==> src/x86_stack_frame_engine_core_assert.svh <==
// Assertion macros shared by the stack frame engine RTL.
// Depends on nothing; included by modules that carry concurrent checks.
`ifndef X86_STACK_FRAME_ENGINE_CORE_ASSERT_SVH
`define X86_STACK_FRAME_ENGINE_CORE_ASSERT_SVH

// Same-cycle implication, disabled while reset is low
`define SFE_ASSERT_IMP(lbl, clk, rst_n, ante, cons, msg) \
    lbl: assert property (@(posedge clk) disable iff (!rst_n) (ante) |-> (cons)) \
        else $error(msg);

// Next-cycle implication, disabled while reset is low
`define SFE_ASSERT_NXT(lbl, clk, rst_n, ante, cons, msg) \
    lbl: assert property (@(posedge clk) disable iff (!rst_n) (ante) |=> (cons)) \
        else $error(msg);

`endif

==> src/sfe_pkg.sv <==
// Shared constants, types and helper functions of the stack frame engine.
// No dependencies; imported by sfe_bounds and the top level.
package sfe_pkg;

    localparam int STACK_WORDS_DEF = 1024;
    localparam logic [63:0] WORD_BYTES = 64'd8;

    // Operation codes
    localparam logic [2:0] OP_ENTER  = 3'd0;
    localparam logic [2:0] OP_LEAVE  = 3'd1;
    localparam logic [2:0] OP_PUSHFQ = 3'd2;
    localparam logic [2:0] OP_POPFQ  = 3'd3;
    localparam logic [2:0] OP_PUSH   = 3'd4;
    localparam logic [2:0] OP_POP    = 3'd5;

    // Status codes
    localparam logic [1:0] ST_OK     = 2'd0;
    localparam logic [1:0] ST_BOUNDS = 2'd1;
    localparam logic [1:0] ST_NEST   = 2'd2;
    localparam logic [1:0] ST_BAD    = 2'd3;

    // Pop destination kinds
    localparam logic [1:0] DK_REG = 2'd0;
    localparam logic [1:0] DK_MEM = 2'd1;

    // Configuration register indexes and reset values
    localparam int         CFG_INDEX_W    = 2;
    localparam logic [1:0] CFG_STACK_LOW  = 2'd0;
    localparam logic [1:0] CFG_STACK_HIGH = 2'd1;
    localparam logic [63:0] STACK_LOW_RST  = 64'd0;
    localparam logic [63:0] STACK_HIGH_RST = 64'd8192;

    // Result of one window check: pass flag and word offset from stack_low
    typedef struct packed {
        logic        ok;
        logic [60:0] offs;
    } t_chk;

    // Keep the low operand_bytes bytes of a word
    function automatic logic [63:0] size_mask(input logic [3:0] bytes);
        logic [63:0] m;
        case (bytes)
            4'd0:    m = 64'h0000_0000_0000_0000;
            4'd1:    m = 64'h0000_0000_0000_00FF;
            4'd2:    m = 64'h0000_0000_0000_FFFF;
            4'd3:    m = 64'h0000_0000_00FF_FFFF;
            4'd4:    m = 64'h0000_0000_FFFF_FFFF;
            4'd5:    m = 64'h0000_00FF_FFFF_FFFF;
            4'd6:    m = 64'h0000_FFFF_FFFF_FFFF;
            4'd7:    m = 64'h00FF_FFFF_FFFF_FFFF;
            default: m = 64'hFFFF_FFFF_FFFF_FFFF;
        endcase
        return m;
    endfunction

endpackage

==> src/sfe_bounds.sv <==
// Stack window check for one access plus its word offset from stack_low.
// Depends on sfe_pkg for the check result type.
module sfe_bounds
    import sfe_pkg::*;
(
    input  logic [63:0] i_addr,
    input  logic [63:0] i_low,
    input  logic [63:0] i_high_m_len,
    input  logic        i_len_ok,
    output t_chk        o_chk
);

    logic [64:0] diff;

    // Borrow of addr - low flags an address under the window
    assign diff       = {1'b0, i_addr} - {1'b0, i_low};
    assign o_chk.ok   = !diff[64] && i_len_ok && (i_addr <= i_high_m_len);
    assign o_chk.offs = diff[63:3];

endmodule

==> config.mk <==
export PLATFORM = sky130hd
export DESIGN_NAME = sfe_bounds
export DESIGN_NICKNAME = d
export VERILOG_FILES = /design/src/x86_stack_frame_engine_core_assert.svh /design/src/sfe_pkg.sv /design/src/sfe_bounds.sv
export SDC_FILE = /design/constraint.sdc
export NUM_CORES = 1
export LEC_CHECK = 0
export BUFFER_PORTS_ARGS = -buffer_cell sky130_fd_sc_hd__buf_2
export CAP_MARGIN = 20
export CORE_ASPECT_RATIO = 0.5
export CORE_MARGIN = 1
export CORE_UTILIZATION = 50
export DETAILED_ROUTE_END_ITERATION = 10
export GPL_ROUTABILITY_DRIVEN = 1
export PLACE_DENSITY = 0.84
export SLEW_MARGIN = 20
export SYNTH_ARGS = -nofsm -noshare
export SYNTH_HDL_FRONTEND = slang
export SYNTH_SLANG_ARGS = --single-unit
==> constraint.sdc <==
create_clock -name vclk -period 6.6
set_clock_uncertainty 0.05 [all_clocks]
set_input_delay 0.66 -clock vclk [all_inputs]
set_output_delay 0.66 -clock vclk [all_outputs]
set_load 0.02 [all_outputs]
* Word level (Yosys, flattened, before mapping) *
Cells that the tools add are included.

operators by class
  magnitude comparators = 1
  multiply operators = 0
  add/subtract/negate cells = 1
  shift-type cells = 0
  reductions and logical operators = 3
  bitwise operators = 0
  multiplexer cells = 0
  equal/unequal tests = 0
  div/mod/pow operators = 0

operators by type and width
  cell               count
  $sub 64x64->65     1
  $le 64x64->1       1
  $logic_and 1x1->1  2
  $logic_not 1->1    1

storage, ports and cells
  bits of input ports = 193
  bits in latches = 0
  output and inout port bits = 62
  bits in writable memories = 0
  bits in read-only memories = 0
  memories = 0
  logic and storage cells = 5
  register bits after elaboration = 0

* Depth between registers and ports, before layout *
  word-level depth = 4
  gate-level depth with buffers = 12
  mapped depth without buffers = 11

* Worst setup path before layout *
No wires, ideal clock.

  path type = input -> output
  start = input port i_low[12]
  end = output port o_chk[56] (netlist bit)
  buffers on the path = 1
  cell stages on the path = 12
  required time = 5890 ps
  arrival time = 3190 ps
  path slack = 2700 ps
  path through = inv_1 > ha_1 > clkbuf_1 > nand4_1 > or2_1 > nor3_1 > a21oi_2 > a311oi_1 > a211o_1 > a31oi_4 > mux2i_1 > a2111oi_2

RTL lines
  element          line              source
  start, declared  sfe_bounds.sv:7   input logic [63:0] i_low,
  end, declared    sfe_bounds.sv:10  output t_chk o_chk

==> run metrics <==
status finished, violations left; failing checks design-rule violations; num rows 27; cell accounting for the most synthesized area ha_1; Pleak 4.07 nW; Post-Synth XOR/XNOR Area 9.29%; CP Data Arrival Time 4040 ps; antenna-violating nets left 0; Crit path top cell by count buf_2; final worst-path cycle share 71.9%; drt first-iter violations 495; gpl congestion 0.959; port bufs 255; final net count 1411; vias 7090; vias in the first global route 6606; Synth Area in Compound Gates 31.7%; Simple-Gate Fraction of Synth Area 19.9%; crit path from i_addr[22]; Critical Path Source Type input port; wire length per cell 14.7 um; mux cell area share after synthesis 0.177%; combinational family with the most area after synthesis compound AO/OA/AOI/OAI gates; Diodes inserted 0; number of antenna violations at the first check in global routing 0; Vias/cell 5.75; CP Capture Type output pin; Synth Instances 856; Worst slew margin 44.7%; drc violations 11; RSZ-0062 raised after global routing no; Max Transition Viols Final 0; Net Count, Synth 1176; worst-path cell chain buf_2, ha_1, nand4_1, nor4_1, nand2_1, o22ai_1, nor3_1, o41ai_1, o31ai_1, xnor2_1, buf_2; final wirelength 18200 um; num sequential 0; Worst-Margin Slew 819 ps; VDD IR-drop max 0.0000682 V; layout cells sized above 1 24.1%; Fin Setup TNS 0 ps; Yosys cell types 57; global-route usage over all layers 29.7%; Setup Fix Bufs, Post-CTS 0; Final Hold Viols 0; core area 11000 um^2; P&R area growth vs syn 24.2%; register area share after synthesis 0%; hold path startpoint i_len_ok; Synth top area share 28.1%; critical path start-end classification in2out; first-pass GRT wire length 29900 um; Synth Area in Adders 28.1%; required time of the worst setup path 5890 ps; Hold WC Path Type in2out; Reg area 0 um^2; CTS resizes 0; Fmax 211 MHz; Max-cap violations 0; Syn Std Cell Area 5660 um^2; Inst Count DP 1234; Hold-fix buffers, CTS 0; die area 11800 um^2; DIE HEIGHT 77.2 um; Initial Util 51.4%; yosys synthesis warning count 0; Synth area leaders ha_1, inv_1, a21oi_1, a21o_1, xnor2_1; drt pass-1 iters 8; GR Overflow Total 0; clkbuf count 0; Post-Syn Area per Cell 6.61 um^2; CP max-delay cell o41ai_1; non-filler cells, final 1234; detailed placement HPWL 16000 um; Cell Pwr Density 111 nW/um^2; number of I/O pins 255; Max stage delay on crit path 750 ps; largest net degree at the start of global routing 13; die width 152 um; Final Setup Violations 0; Final min period 4750 ps; Crit Path Max Fanout 9
[worst paths after layout]
kind / depth (start not counted) / end / slack (ps)
min: 4 / o_chk[61] / 1640
max: 11 / o_chk[47] / 1850
[report_power, final]
part	internal (W)	total (W)	switching (W)	leakage, nW
combinational	0.000306	0.000780	0.000474	4.07
clock	0	0	0	0
sequential	0	0	0	0
[worst max-delay path, delay by kind of cell]
kind	cells	cell delay (ps)
compound gates	3	1280
fa+ha+maj	1	440
buf+inv	2	320
xor+xnor	1	240
simple gates	4	1090
[routing by layer]
layer | up-vias | share of wire [%] | track usage, %
li1 | 3532 | - | -
met1 | 3208 | 45 | 39.4
met2 | 308 | 46 | 51.5
met3 | 42 | 6.7 | 2.49
met4 | 0 | 2.4 | 8.08
met5 | - | 0 | 0
[cell usage after synthesis, drive strengths merged, types with 2 or more instances]
master,number
nand4,34
a311oi,2
and2,6
nor2,48
nand2,62
a21boi,5
a211oi,7
nand3b,2
a31o,2
a41oi,6
a21o,51
o31ai,6
a221oi,3
xnor2,41
or3,4
o41ai,4
xor2,19
or2,4
o21a,6
ha,127
and4,5
and3,5
nor4,3
or4,2
nand2b,8
a21oi,96
nor3,12
o211ai,3
buf,4
clkbuf,18
nand3,16
o21bai,14
inv,140
o21ai,51
nor2b,11
a31oi,13
a211o,3
[cell families after synthesis]
family                   count (synthesis)
AO/OA/AOI/OAI                          281
AND/OR/NAND/NOR                        225
buffers and inverters                  162
adder cells (fa/ha/maj)                127
XOR/XNOR                                60
multiplexers                             1
[layout by cell type (no fill, tap or decap), types with 2 or more instances in the layout]
cell type,count
a211o_1,3
a211oi_1,7
a21boi_0,5
a21o_1,51
a21oi_1,95
a221oi_1,3
a311oi_1,2
a31oi_1,11
a41oi_1,6
and2_1,6
and3_1,5
and4_1,5
buf_2,255
ha_1,127
inv_1,140
nand2_1,62
nand2b_1,8
nand3_1,16
nand3b_1,2
nand4_1,34
nor2_1,48
nor2b_1,11
nor3_1,12
nor4_1,3
o211ai_1,3
o21a_1,6
o21ai_0,46
o21ai_1,5
o21bai_1,14
o31ai_1,6
o41ai_1,4
or2_1,2
or2_2,2
or3_1,4
or4_1,2
xnor2_1,41
xor2_1,19
[area by class of cell]
class	count	area [um^2]
multi-input combinational	694	5040
fill	1063	3990
timing repair buffer	255	1280
inverter	140	526
tap	145	181
[per-stage QoR]
step | hold slack, ps | setup slack, ps | area, um^2 | power [W] | utilization (%)
2_1_floorplan | 1420 | 2700 | 5660 | 0.000519 | -
3_3_place_gp | 1630 | 2010 | 7030 | 0.000755 | 63.8
3_5_place_dp | 1630 | 1970 | 7030 | 0.000766 | 63.8
4_1_cts | 1630 | 1930 | 7030 | 0.000771 | 63.8
5_1_grt | 1680 | 1620 | 7030 | 0.000851 | 63.8
6_report | 1640 | 1850 | 7030 | 0.000780 | 63.8
No activity file was read; power rests on OpenSTA's default activity.
