<file path="src/x86_stack_frame_engine_core_assert.svh">
// Assertion macros shared by the stack frame engine RTL.
// Depends on nothing; included by modules that carry concurrent checks.
`ifndef X86_STACK_FRAME_ENGINE_CORE_ASSERT_SVH
`define X86_STACK_FRAME_ENGINE_CORE_ASSERT_SVH

// Same-cycle implication, disabled while reset is low
`define SFE_ASSERT_IMP(lbl, clk, rst_n, ante, cons, msg) \
    lbl: assert property (@(posedge clk) disable iff (!rst_n) (ante) |-> (cons)) \
        else $error(msg);

// Next-cycle implication, disabled while reset is low
`define SFE_ASSERT_NXT(lbl, clk, rst_n, ante, cons, msg) \
    lbl: assert property (@(posedge clk) disable iff (!rst_n) (ante) |=> (cons)) \
        else $error(msg);

`endif

</file>
<file path="src/sfe_word_index.sv">
// Reduces a word offset modulo the stack depth into a memory index.
// Power-of-two depths register the low offset bits directly; others reduce eight bits a cycle.
module sfe_word_index #(
    parameter int DEPTH = 1024,
    parameter int IW    = 10
) (
    input  logic          i_clk,
    input  logic          i_rst_n,
    input  logic          i_start,
    input  logic [60:0]   i_offs,
    output logic          o_done,
    output logic [IW-1:0] o_idx
);

    localparam bit POW2 = (DEPTH & (DEPTH - 1)) == 0;

    logic          r_done;
    logic [IW-1:0] r_idx;

    generate
        if (POW2) begin : g_pow2
            // Take the low bits directly
            always_ff @(posedge i_clk) begin
                if (!i_rst_n) begin
                    r_done <= 1'b0;
                end else if (i_start) begin
                    r_done <= 1'b1;
                end
            end

            always_ff @(posedge i_clk) begin
                if (i_start) begin
                    r_idx <= i_offs[IW-1:0];
                end
            end
        end else begin : g_mod
            localparam logic [IW:0] DEP1 = (IW+1)'(DEPTH);

            logic          r_busy;
            logic [2:0]    r_cnt;
            logic [63:0]   r_shreg;
            logic [IW-1:0] n_rem;

            // Shift eight offset bits into the remainder, MSB first
            always_comb begin : p_reduce
                logic [IW:0]   v;
                logic [IW-1:0] rem;
                rem = r_idx;
                for (int k = 0; k < 8; k++) begin
                    v = {rem, r_shreg[63-k]};
                    if (v >= DEP1) begin
                        v = v - DEP1;
                    end
                    rem = v[IW-1:0];
                end
                n_rem = rem;
            end

            always_ff @(posedge i_clk) begin
                if (!i_rst_n) begin
                    r_busy <= 1'b0;
                    r_done <= 1'b0;
                    r_cnt  <= 3'd0;
                end else if (i_start) begin
                    r_busy <= 1'b1;
                    r_done <= 1'b0;
                    r_cnt  <= 3'd0;
                end else if (r_busy) begin
                    r_cnt <= r_cnt + 3'd1;
                    if (r_cnt == 3'd7) begin
                        r_busy <= 1'b0;
                        r_done <= 1'b1;
                    end
                end
            end

            always_ff @(posedge i_clk) begin
                if (i_start) begin
                    r_shreg <= {3'b000, i_offs};
                    r_idx   <= '0;
                end else if (r_busy) begin
                    r_shreg <= {r_shreg[55:0], 8'h00};
                    r_idx   <= n_rem;
                end
            end
        end
    endgenerate

    assign o_done = r_done;
    assign o_idx  = r_idx;

endmodule

</file>
<file path="config.mk">
export PLATFORM = sky130hd
export DESIGN_NAME = sfe_word_index
export DESIGN_NICKNAME = d
export VERILOG_FILES = /design/src/x86_stack_frame_engine_core_assert.svh /design/src/sfe_word_index.sv
export SDC_FILE = /design/constraint.sdc
export NUM_CORES = 1
export LEC_CHECK = 0
export BUFFER_PORTS_ARGS = -buffer_cell sky130_fd_sc_hd__clkbuf_2
export CAP_MARGIN = 20
export CORE_UTILIZATION = 23
export CTS_CLUSTER_SIZE = 10
export DETAILED_ROUTE_END_ITERATION = 7
export PLACE_DENSITY = 0.81
export SLEW_MARGIN = 0
export SYNTH_ARGS = -nofsm -noshare
export SYNTH_HDL_FRONTEND = slang
export SYNTH_SLANG_ARGS = --single-unit
</file>
<file path="constraint.sdc">
create_clock -name i_clk -period 1 [get_ports i_clk]
set_input_delay 0.1 -clock i_clk [delete_from_list [all_inputs] [get_ports i_clk]]
set_output_delay 0.1 -clock i_clk [all_outputs]
set_load 0.1 [all_outputs]
</file>
== Word level (Yosys, flattened, before mapping) ==
Index checks and enable logic that the tools add are counted.
Widths: inputs -> output; s select.
Storage, ports and cells
  register bits: 11
  output and inout port bits: 11
  word-level logic and storage cells: 2

== Longest topological paths before layout ==
Gate-level depths: netlist (run 1).
  depth in word-level cells: 0
  gate-level depth with buffers: 1
  mapped depth without buffers: 1

== Worst setup path after synthesis (run 1) ==
OpenSTA, ideal clock, no wires.
  path type: reg-to-reg
  start: reg, netlist name o_done
  end: reg r_done (netlist: o_done)
  arrival: 1.144 ns
  required time: 0.939 ns
  setup slack: -0.205 ns
  cell stages (with the launch flop): 2
  clock period less this slack: 1.205 ns
  cells stage by stage: dfxtp_1 -> o21a_1
RTL lines
  end signal: assignment: line sfe_word_index.sv:25  | r_done <= 1'b0;
  end signal: assignment: line sfe_word_index.sv:27  | r_done <= 1'b1;
  end: declaration: line sfe_word_index.sv:17  | logic r_done;

== Final worst setup path (run 1) ==
  start: reg r_idx[7] (netlist: o_idx[7])
  end: out o_idx[7]
RTL lines
  start: declaration: line sfe_word_index.sv:18  | logic [IW-1:0] r_idx;
  start signal: assignment: line sfe_word_index.sv:33  | r_idx <= i_offs[IW-1:0];
  end: declaration: line sfe_word_index.sv:12  | output logic [IW-1:0] o_idx
No word-level cell between the ends.

==> impl_metrics.toml, run 1 <==
[outcome]
status = "finished clean"

[critical_path]
cpLargestDelayFamily = "flip-flops"
cpMaxStageDelayCell = "edfxtp_1"
cp_data_arrival_time_ns = 0.88
criticalPathCategory = "reg -> out"
endpoint_kind = "output pin"
required_ns = 0.90
critical_path_buf_inv_count = 1
critPathMaxStageDelay_ns = 0.43
cp-start-kind = "flip-flop"
crit_fanout = 1
worstPathCellList = "buf_12"
reg2reg_slack_ns = 0.39

[sta]
layout_setup_ws_ns = 0.0175
relSlewSlack_pct = 82.3
rsz0062_at_grt = "yes"
finalClockSkew_ns = 0
final.period_utilization_pct = 98.2
min_period_ns = 0.982
drv_slew = 0
finalHoldViolations = 0
fmax_mhz = 1020
timing.setup.tns_ns = 0
setup_viol = 0
worst_pin_slew_ns = 0.265

[routing]
ant_nets = 0
vias = 223
drt_iter0_markers = 0
drt_wl_total_um = 648
wl_per_cell_um = 11.8
firstDrtPassIters = 1
drc = 0
via_per_inst = 4.05

[synth]
synth_warnings = 0
yosysSeqAreaShare_pct = 97.7
synthTopCellsByArea = "edfxtp_1 92%, dfxtp_1 6.1%, o21a_1 2.3%"
syn_area_um2 = 328
ys_seq_elements = 11
yosysUniqueCellTypes = 3
netlist_instances = 12
synth_area_per_cell_um2 = 27.3
synth_nets = 76
synth_area_leader_cell = "edfxtp_1"
yosysTopAreaCellShare_pct = 91.6

[final_layout]
fin_cells = 55
area_delta_synth_final_pct = 103
nets = 105
fillerInstances = 116
insertedDiodeCount = 0
final_cell_mix = "12 x clkbuf_2, 11 x buf_12, 10 x edfxtp_1"
drive_gt1_share_pct = 67.5
design_area_um2 = 664
final_common_cell = "clkbuf_2"

[power]
p_per_area_mw_per_mm2 = 1940
ir_worst_vdd_v = 0.000754
leakage_nw = 0.281
combPwrFrac_pct = 33.4
seqPwrFrac_pct = 44.4
p_sw_w = 0.000445
p_clk_share_pct = 22.1
internal-power_w = 0.000847
p_sw_share_pct = 34.4

[floorplanning]
die-area_mm2 = 0.00158
die_width_um = 39.8
start_util_pct = 24.9
coreArea_mm2 = 0.00132
io_pins = 75
die_h_um = 39.8
rows = 13

[global_route]
grt_start_max_net_pins = 12
grt_pass1_vias = 244
antenna_found_initial = 0
track_usage_pct = 10.8
grt_overflow = 0
grt_pass1_wl_um = 979

[placement]
dp_cells = 50
port_buffers = 23
dp_slack_ns = 0.295
post_dp_cell_area_um2 = 628
place_congestion = 0.658

[clock_tree]
post_cts_resized = 0
cts_tree = "built"
cts.sinks = 11
clock_latency_ns = 0.26
cts_max_path_buffers = 2
h-tree-depth = 1
clockRootBuffer = "clkbuf_4"
path_clk_slew_ns = 0.06
cts_buffers = 3

[min_path]
hp-class = "in -> reg"

[run]
drv_cap = 0
==> per-layer routing <==
layer / vias to the layer above / global-route usage, % / part of all wire, %
met1: 97 / 12.9 / 43
li1: 102 / - / -
met2: 24 / 13.9 / 45
met4: 0 / 12.9 / 0
met5: - / 0 / 0
met3: 0 / 2.84 / 12
==> logic make-up after synthesis <==
group,synth area share [%]
flops,97.7
compound gates,2.29
==> worst paths after layout <==
path / depth (start not counted) / end / start
worst max-delay path: 1 / o_idx[7] / o_idx[7]
worst min-delay path: 1 / o_idx[7] / i_offs[7]
worst max register to register: 1 / o_done / o_done
worst min register to register: 1 / o_done / o_done
==> power by group through the flow <==
stage | logic (W) | registers [W] | clock network, W
2_1_floorplan | 0.00000206 | 0.000820 | 0
3_3_place_gp | 0.000428 | 0.000584 | 0
3_5_place_dp | 0.000431 | 0.000585 | 0
4_1_cts | 0.000434 | 0.000575 | 0.000304
5_1_grt | 0.000441 | 0.000578 | 0.000320
6_report | 0.000432 | 0.000574 | 0.000286
==> synthesized netlist by cell type <==
library cell,instances
o21a_1,1
edfxtp_1,10
dfxtp_1,1
==> state kept, by name, indices dropped and copies added, names as in the netlist <==
| signal | flops |
|---|---|
| o_done | 1 |
| o_idx | 10 |
==> through the flow <==
step	utilization, %	total power [W]	hold slack [ns]
2_1_floorplan	-	0.000822	0.199
3_3_place_gp	47.7	0.00101	0.278
3_5_place_dp	47.7	0.00102	0.280
4_1_cts	50.4	0.00131	0.000158
5_1_grt	50.4	0.00134	0.000416
6_report	50.4	0.00129	0.0130
==> what timing repair did <==
action                                 in CTS  in global routing
setup endpoints to repair                   1                  5
endpoints found under the hold margin       1                  0
hold buffers                                1                  0
buffers inserted                            0                  0
==> cell type report <==
class | instances | area [um^2] | area share, %
tap | 15 | 18.8 | 2.82
multi-input combinational | 1 | 7.51 | 1.13
sequential | 11 | 322 | 48.4
clock buffer | 4 | 26.3 | 3.95
timing repair buffer | 24 | 290 | 43.7
Power figures use the tool's default switching activity.
==> run 2, diff against run 1 <==
--- a/config.mk
+++ b/config.mk
@@ -10,7 +10,7 @@
 export CORE_UTILIZATION = 23
 export CTS_CLUSTER_SIZE = 10
 export DETAILED_ROUTE_END_ITERATION = 7
-export PLACE_DENSITY = 0.81
+export PLACE_DENSITY = 0.8
 export SLEW_MARGIN = 0
 export SYNTH_ARGS = -nofsm -noshare
 export SYNTH_HDL_FRONTEND = slang
==> run 2 against run 1 <==
Flip-flop and latch count is the same. Die area is the same. Largest power group unchanged. Register-to-register slack is essentially flat. Worst hold slack got worse by 0.0046 ns. Power rose by 0.19%. Non-clock buffer count unchanged. Sequential power is essentially flat. Final cell count unchanged. Combinational power hardly changed. Core utilization stayed put. Routed wire length down 5.1%.
==> impl_metrics.toml, run 2 (synthesized netlist as in run 1, its figures left out) <==
[critical_path]
reg2reg_slack_ns = 0.38
crit_end = "o_idx[9]"
worstSetupPathDepth = 1
cpMaxStageDelayCell = "edfxtp_1"
worstPathCellList = "buf_12"
criticalPathCategory = "reg -> out"
crit_fanout = 1
cp-startpoint = "o_idx[9]"
critPathMaxStageDelay_ns = 0.42
endpoint_kind = "output pin"
required_ns = 0.90
r2r-start = "o_done"
rr_endpoint = "o_done"
rr_worst_depth = 1
cp-start-kind = "flip-flop"
critical_path_buf_inv_count = 1
cpLargestDelayFamily = "flip-flops"
cp_data_arrival_time_ns = 0.88

[floorplanning]
die_h_um = 39.8
coreArea_mm2 = 0.00132
start_util_pct = 24.9
rows = 13
die_width_um = 39.8
io_pins = 75
die-area_mm2 = 0.00158

[routing]
via_per_inst = 3.85
drt_iter0_markers = 1
drt_wl_total_um = 615
vias = 212
ant_nets = 0
drc = 0
wl_per_cell_um = 11.2
firstDrtPassIters = 4

[power]
p_per_area_mw_per_mm2 = 1950
p_sw_w = 0.000447
combPwrFrac_pct = 33.3
seqPwrFrac_pct = 44.3
internal-power_w = 0.000847
p_total_w = 0.00129
p_clk_share_pct = 22.4
ir_worst_vdd_v = 0.000720
leakage_nw = 0.281
p_sw_share_pct = 34.6

[placement]
port_buffers = 23
place_congestion = 0.625

[clock_tree]
h-tree-depth = 1
cts_tree = "built"
cts_max_path_buffers = 2
clockRootBuffer = "clkbuf_4"
cts_buffers = 3
cts.sinks = 11
clock_latency_ns = 0.26
post_cts_resized = 0
post_cts_buffers = 0
path_clk_slew_ns = 0.07

[min_path]
worstHoldStart = "i_offs[0]"
hp-class = "in -> reg"

[sta]
rsz0062_at_grt = "yes"
setup_viol = 0
min_period_ns = 0.978
final.period_utilization_pct = 97.8
finalHoldViolations = 0
worst_pin_slew_ns = 0.255
relSlewSlack_pct = 83.0
timing.setup.tns_ns = 0
fmax_mhz = 1020
finalClockSkew_ns = 0
drv_slew = 0

[global_route]
grt_overflow = 0
grt_pass1_wl_um = 862
grt_pass1_vias = 210
grt_start_max_net_pins = 12
track_usage_pct = 9.00
antenna_found_initial = 0

[final_layout]
final_cell_mix = "12 x clkbuf_2, 11 x buf_12, 10 x edfxtp_1"
largest_register_ffs = 10
area_delta_synth_final_pct = 103
nets = 105
insertedDiodeCount = 0
final_common_cell = "clkbuf_2"
drive_gt1_share_pct = 67.5

[run]
drv_cap = 0

[outcome]
status = "finished clean"
[run 2: cell counts in the layout (fill, tap and decap cells not counted)]
Identical to the previous run, type by type.
[run 2: per-stage QoR]
| step | util [%] | hold slack [ns] | std cells | instance area (um^2) | setup slack (ns) |
|---|---|---|---|---|---|
| after floorplan | - | 0.199 | 12 | 329 | -0.00402 |
| after global placement | 47.7 | 0.278 | 50 | 628 | 0.301 |
| after detailed placement | 47.7 | 0.279 | 50 | 628 | 0.304 |
| after CTS | 49.7 | 0.000848 | 54 | 654 | 0.0111 |
| after global routing | 50.4 | 0.00848 | 55 | 664 | -0.0114 |
| final | 50.4 | 0.00841 | 55 | 664 | 0.0224 |
[run 2: power by group through the flow]
stage                     Clock [W]  Combinational [W]  Sequential (W)
final                      0.000289           0.000431        0.000573
after detailed placement          0           0.000432        0.000585
after CTS                  0.000301           0.000432        0.000575
after global routing       0.000311           0.000441        0.000578
after floorplan                   0         0.00000206        0.000820
after global placement            0           0.000428        0.000584
[run 2: cell type report]
class | count | area [um^2]
multi-input combinational | 1 | 7.51
sequential | 11 | 322
tap | 15 | 18.8
fill | 109 | 653
clock buffer | 4 | 26.3
timing repair buffer | 24 | 290
[run 2: worst min-delay path by stage]
stage / end / cells past startpoint / slack, ns
floorplan: o_idx[0] / 0 / 0.20
global placement: o_idx[9] / 1 / 0.28
detailed placement: o_idx[0] / 1 / 0.28
CTS: o_idx[7] / 1 / 0.0008
global route: o_idx[3] / 1 / 0.008
finish: o_idx[0] / 1 / 0.008
[run 2: timing repair]
action	CTS	global route
endpoints found under the hold margin	0	1
setup endpoints to repair	0	1
hold buffers	0	1
[run 2: metal layers]
layer	vias to the layer above	GRT usage [%]	part of all wire, %	wire (um)
met5	-	0	0	0
met4	0	10.3	0	0
met3	0	2.84	15	90
met2	24	10.2	38	234
met1	85	11.9	47	290
li1	103	-	-	-
